$ cat src/rtl/assert_macros.svh
// Assertion helpers for the RTL; only the queue uses them.
`ifndef ASSERT_MACROS_SVH
`define ASSERT_MACROS_SVH

// Property checked on every rising edge outside reset.
`define ASSERT_CLK(label, prop, msg) \
  label: assert property (@(posedge clk) disable iff (rst) (prop)) else $error(msg);

// Condition that must never hold outside reset.
`define ASSERT_NEVER(label, cond, msg) \
  label: assert property (@(posedge clk) disable iff (rst) !(cond)) else $error(msg);

`endif

$ cat src/rtl/vtp_fifo.sv
`include "assert_macros.svh"

module vtp_fifo #(
  parameter int W = 8
) (
  input  logic         clk,
  input  logic         rst,
  input  logic         push,
  input  logic [W-1:0] wdata,
  input  logic         pop,
  output logic [W-1:0] rdata,
  output logic         full,
  output logic         empty
);
  logic [W-1:0] mem [4];
  logic [1:0]   wptr;
  logic [1:0]   rptr;
  logic [2:0]   count;

  assign full  = (count == 3'd4);
  assign empty = (count == 3'd0);
  assign rdata = mem[rptr];

  always_ff @(posedge clk) begin
    if (push) begin
      mem[wptr] <= wdata;
    end
  end

  always_ff @(posedge clk) begin
    if (rst) begin
      wptr  <= '0;
      rptr  <= '0;
      count <= '0;
    end else begin
      if (push) wptr <= wptr + 2'd1;
      if (pop) rptr <= rptr + 2'd1;
      count <= count + {2'b0, push} - {2'b0, pop};
    end
  end

  `ASSERT_NEVER(a_no_overflow, push && full && !pop, "push into full queue")
  `ASSERT_NEVER(a_no_underflow, pop && empty, "pop from empty queue")
  `ASSERT_CLK(a_ptr_gap, wptr - rptr == count[1:0], "queue pointers disagree with count")
endmodule

$ cat config.mk
export PLATFORM = sky130hd
export DESIGN_NAME = vtp_fifo
export DESIGN_NICKNAME = d
export VERILOG_FILES = /design/src/rtl/vtp_fifo.sv
export VERILOG_INCLUDE_DIRS = /design/src /design/src/rtl
export SDC_FILE = /design/constraint.sdc
export NUM_CORES = 1
export LEC_CHECK = 0
export CORE_MARGIN = 1.5
export CORE_UTILIZATION = 50
export DETAILED_ROUTE_END_ITERATION = 16
export DONT_BUFFER_PORTS = 1
export GPL_TIMING_DRIVEN = 0
export PLACE_DENSITY = 0.7
export SLEW_MARGIN = 20
export SYNTH_ARGS = -nofsm -noshare
export SYNTH_HDL_FRONTEND = slang
export SYNTH_SLANG_ARGS = --single-unit
$ cat constraint.sdc
create_clock -name clk -period 1.61 [get_ports clk]
set_clock_uncertainty 0.05 [all_clocks]
set_input_delay 0.2415 -clock clk [delete_from_list [all_inputs] [get_ports clk]]
set_output_delay 0.2415 -clock clk [all_outputs]
set_load 0.05 [all_outputs]
==> impl_results.md <==
- # clock sinks: ~40
- Setup tns final: -1.40 ns
- Number of port buffers: 0
- Yosys warns: 0
- CP Class: register to primary output
- Hold WS: around 0.026 ns
- Die area: approximately 3500 um^2
- Final worst-path cycle share: 111%
- LEAKAGE: 0.639 nW
- Via density: about 5.1
- Hold Path End: rptr[1]$_SDFFE_PP0P_
- CTS tree: done
- DRC viols: 0
- Vias in the first global route: around 750
- Routed wire per std cell: approximately 17 um
- Fin cells: around 150
- R2r setup slk: 0.01 ns
- Global-route wire length before repair: roughly 3.7 mm
- Most frequent cells in the layout: edfxtp_1, dlygate4sd3_1, mux4_2
- Die W: 59.5 um
- Hold crit path type: input port to register
- N_diodes: 0
- Seq/Total Area, Yosys: ~71%
- Fmax: approximately 560 MHz
- Minimum clock period: roughly 1.8 ns
- Die height: between 50 and 60 um
- Actual slew at the worst max-slew pin: 0.530 ns
- Startpoint types: register
- Hold Path Origin: pop
- Failing checks: setup timing
- Commonest non-fill, non-tap cell in the layout: edfxtp_1
- Power density cells: 1220 nW/um^2
- WL final: 2.43 mm
- Clock buffer depth: 2
- Peak supply drop: 0.000775 V
- Detailed Routing Iterations Pass 1: 3
- Initial antenna violation count: 0
- Worst Path Required: between 1 and 1.5 ns
- DRT antenna net count: 0
- Hold depth: 2
- Initial detailed-routing violation count: 15
- GRT overflow: 0
- Clock-pin slew on the worst setup and hold paths: 0.11 ns
- Total GRT Usage: between 10% and 20%
- Synth Cell Area: about 1600 um^2
- Placer congestion estimate: approximately 0.6
- Fraction of layout cells with a size suffix above 1: about a quarter
- Area Overhead vs Synth: 17.1%
- Via count: 748
- Cells on worst reg2reg path: 6
- CP Data Arrival Time: ~1.5 ns
- TritonCTS buffer count: 5
- Max-cap violations: 0
- Yosys reg bits: between 40 and 50
- Outcome: finished, violations left
- RSZ-0062 raised after global routing: true
- Nets: 121
- Mapped Cells: 84
- Mapped Nets: 103
- Largest net degree at the start of global routing: 13
- Worst rel slew slack: 64.5%
- Pins Over Slew Limit: 0
- Synth unique cells: 19
- # IOs: 22
- Crit end category: primary output
- Syn Area/Cell: 19.0 um^2
- CTS Root Cell: clkbuf_4
- Crit Reg-Reg Startpoint: count[0]$_SDFF_PP0_
- PnR worst setup slack: -0.179 ns
- Post-DP HPWL: approximately 1.5 mm
- Site Rows: 20
- Critical path fanouts, max: 8
- Final Setup Violations: 8
- Starting Density: 52.3%
- FF-to-FF End: count[1]$_SDFF_PP0_
- Clk_lat worst skew: 0.34 ns
- Hold violation total from the final report: 0
- CORE AREA: between 3000 and 4000 um^2
- Cells after DPL: around 130
- H-tree levels: 2
through the flow:
| step | worst slack [ns] | power, mW | utilization, % | instance area [um^2] |
|---|---|---|---|---|
| after detailed placement | -0.0471 | 1.70 | 54.3 | 1660 |
| after floorplan | 0.0369 | 1.65 | - | 1600 |
| after CTS | -0.207 | 2.27 | 60.2 | 1840 |
| after global routing | -0.249 | 2.38 | 61.2 | 1870 |
| after global placement | -0.0107 | 1.68 | 54.3 | 1660 |
| final | -0.179 | 2.28 | 61.2 | 1870 |
registers in the layout (all words and copies together) (netlist names), named ones only:
name   count
count      3
wptr       2
mem       32
rptr       2
critical path: stages (launching register included):
cell     delay [ns]
dfxtp_2        0.36
buf_12         0.13
mux4_2         0.66
cells in the mapped netlist, drive strengths merged:
master	count	share of area [%]
a21bo	1	0.63
a21oi	1	0.31
and2	4	1.6
and3	1	0.39
buf	1	0.71
clkbuf	1	0.31
dfxtp	9	11
edfxtp	32	60
fa	1	1.3
ha	6	4.7
inv	6	1.4
mux2i	1	0.63
mux4	8	11
nand3b	1	0.47
nor2	5	1.2
nor2b	2	0.78
nor3	1	0.31
xnor2	2	1.1
xor3	1	1.5
layer usage:
layer	track usage [%]	up-vias	routed length, um
met2	24.2	17	1280
met5	0	-	0
met1	18.6	371	978
met4	7.62	0	51
li1	-	355	-
met3	7.64	5	127
worst max-delay path by stage:
| stage | endpoint | slack, ns | cells past startpoint |
|---|---|---|---|
| 2_1_floorplan | count[2]$_SDFF_PP0_ | 0.04 | 7 |
| 3_3_place_gp | count[2]$_SDFF_PP0_ | -0.01 | 7 |
| 3_5_place_dp | count[2]$_SDFF_PP0_ | -0.05 | 7 |
| 4_1_cts | rdata[3] | -0.21 | 2 |
| 5_1_grt | rdata[3] | -0.25 | 2 |
| 6_report | rdata[2] | -0.18 | 2 |
layout make-up:
class,count,area (um^2)
inverters,6,22.5
fillers,239,1180
plain buffers,2,25.0
flip-flops and latches,41,1140
repair buffers,11,108
clock buffers,8,58.8
well taps,44,55.1
multi-input cells,35,457
report_power, final:
group	leakage [nW]	internal [mW]	switching, mW
clock	0.0326	0.216	0.307
sequential	0.369	1.22	0.0439
combinational	0.238	0.192	0.304
kinds of logic after synthesis:
group	Yosys count	share of synthesized area (%)
mux	9	11.9
buf+inv	8	2.43
compound gates	2	0.940
xor+xnor	3	2.59
simple gates	14	4.70
flops	41	71.5
fa+ha+maj	7	5.96
repair_timing:
action,4_1_cts,5_1_grt
buffers inserted,1,0
gates cloned,0,0
endpoints found under the hold margin,41,0
pin swaps,0,2
setup endpoints to repair,10,11
resized for setup,5,7
hold buffers,10,0
No activity file was read; power rests on OpenSTA's default activity.
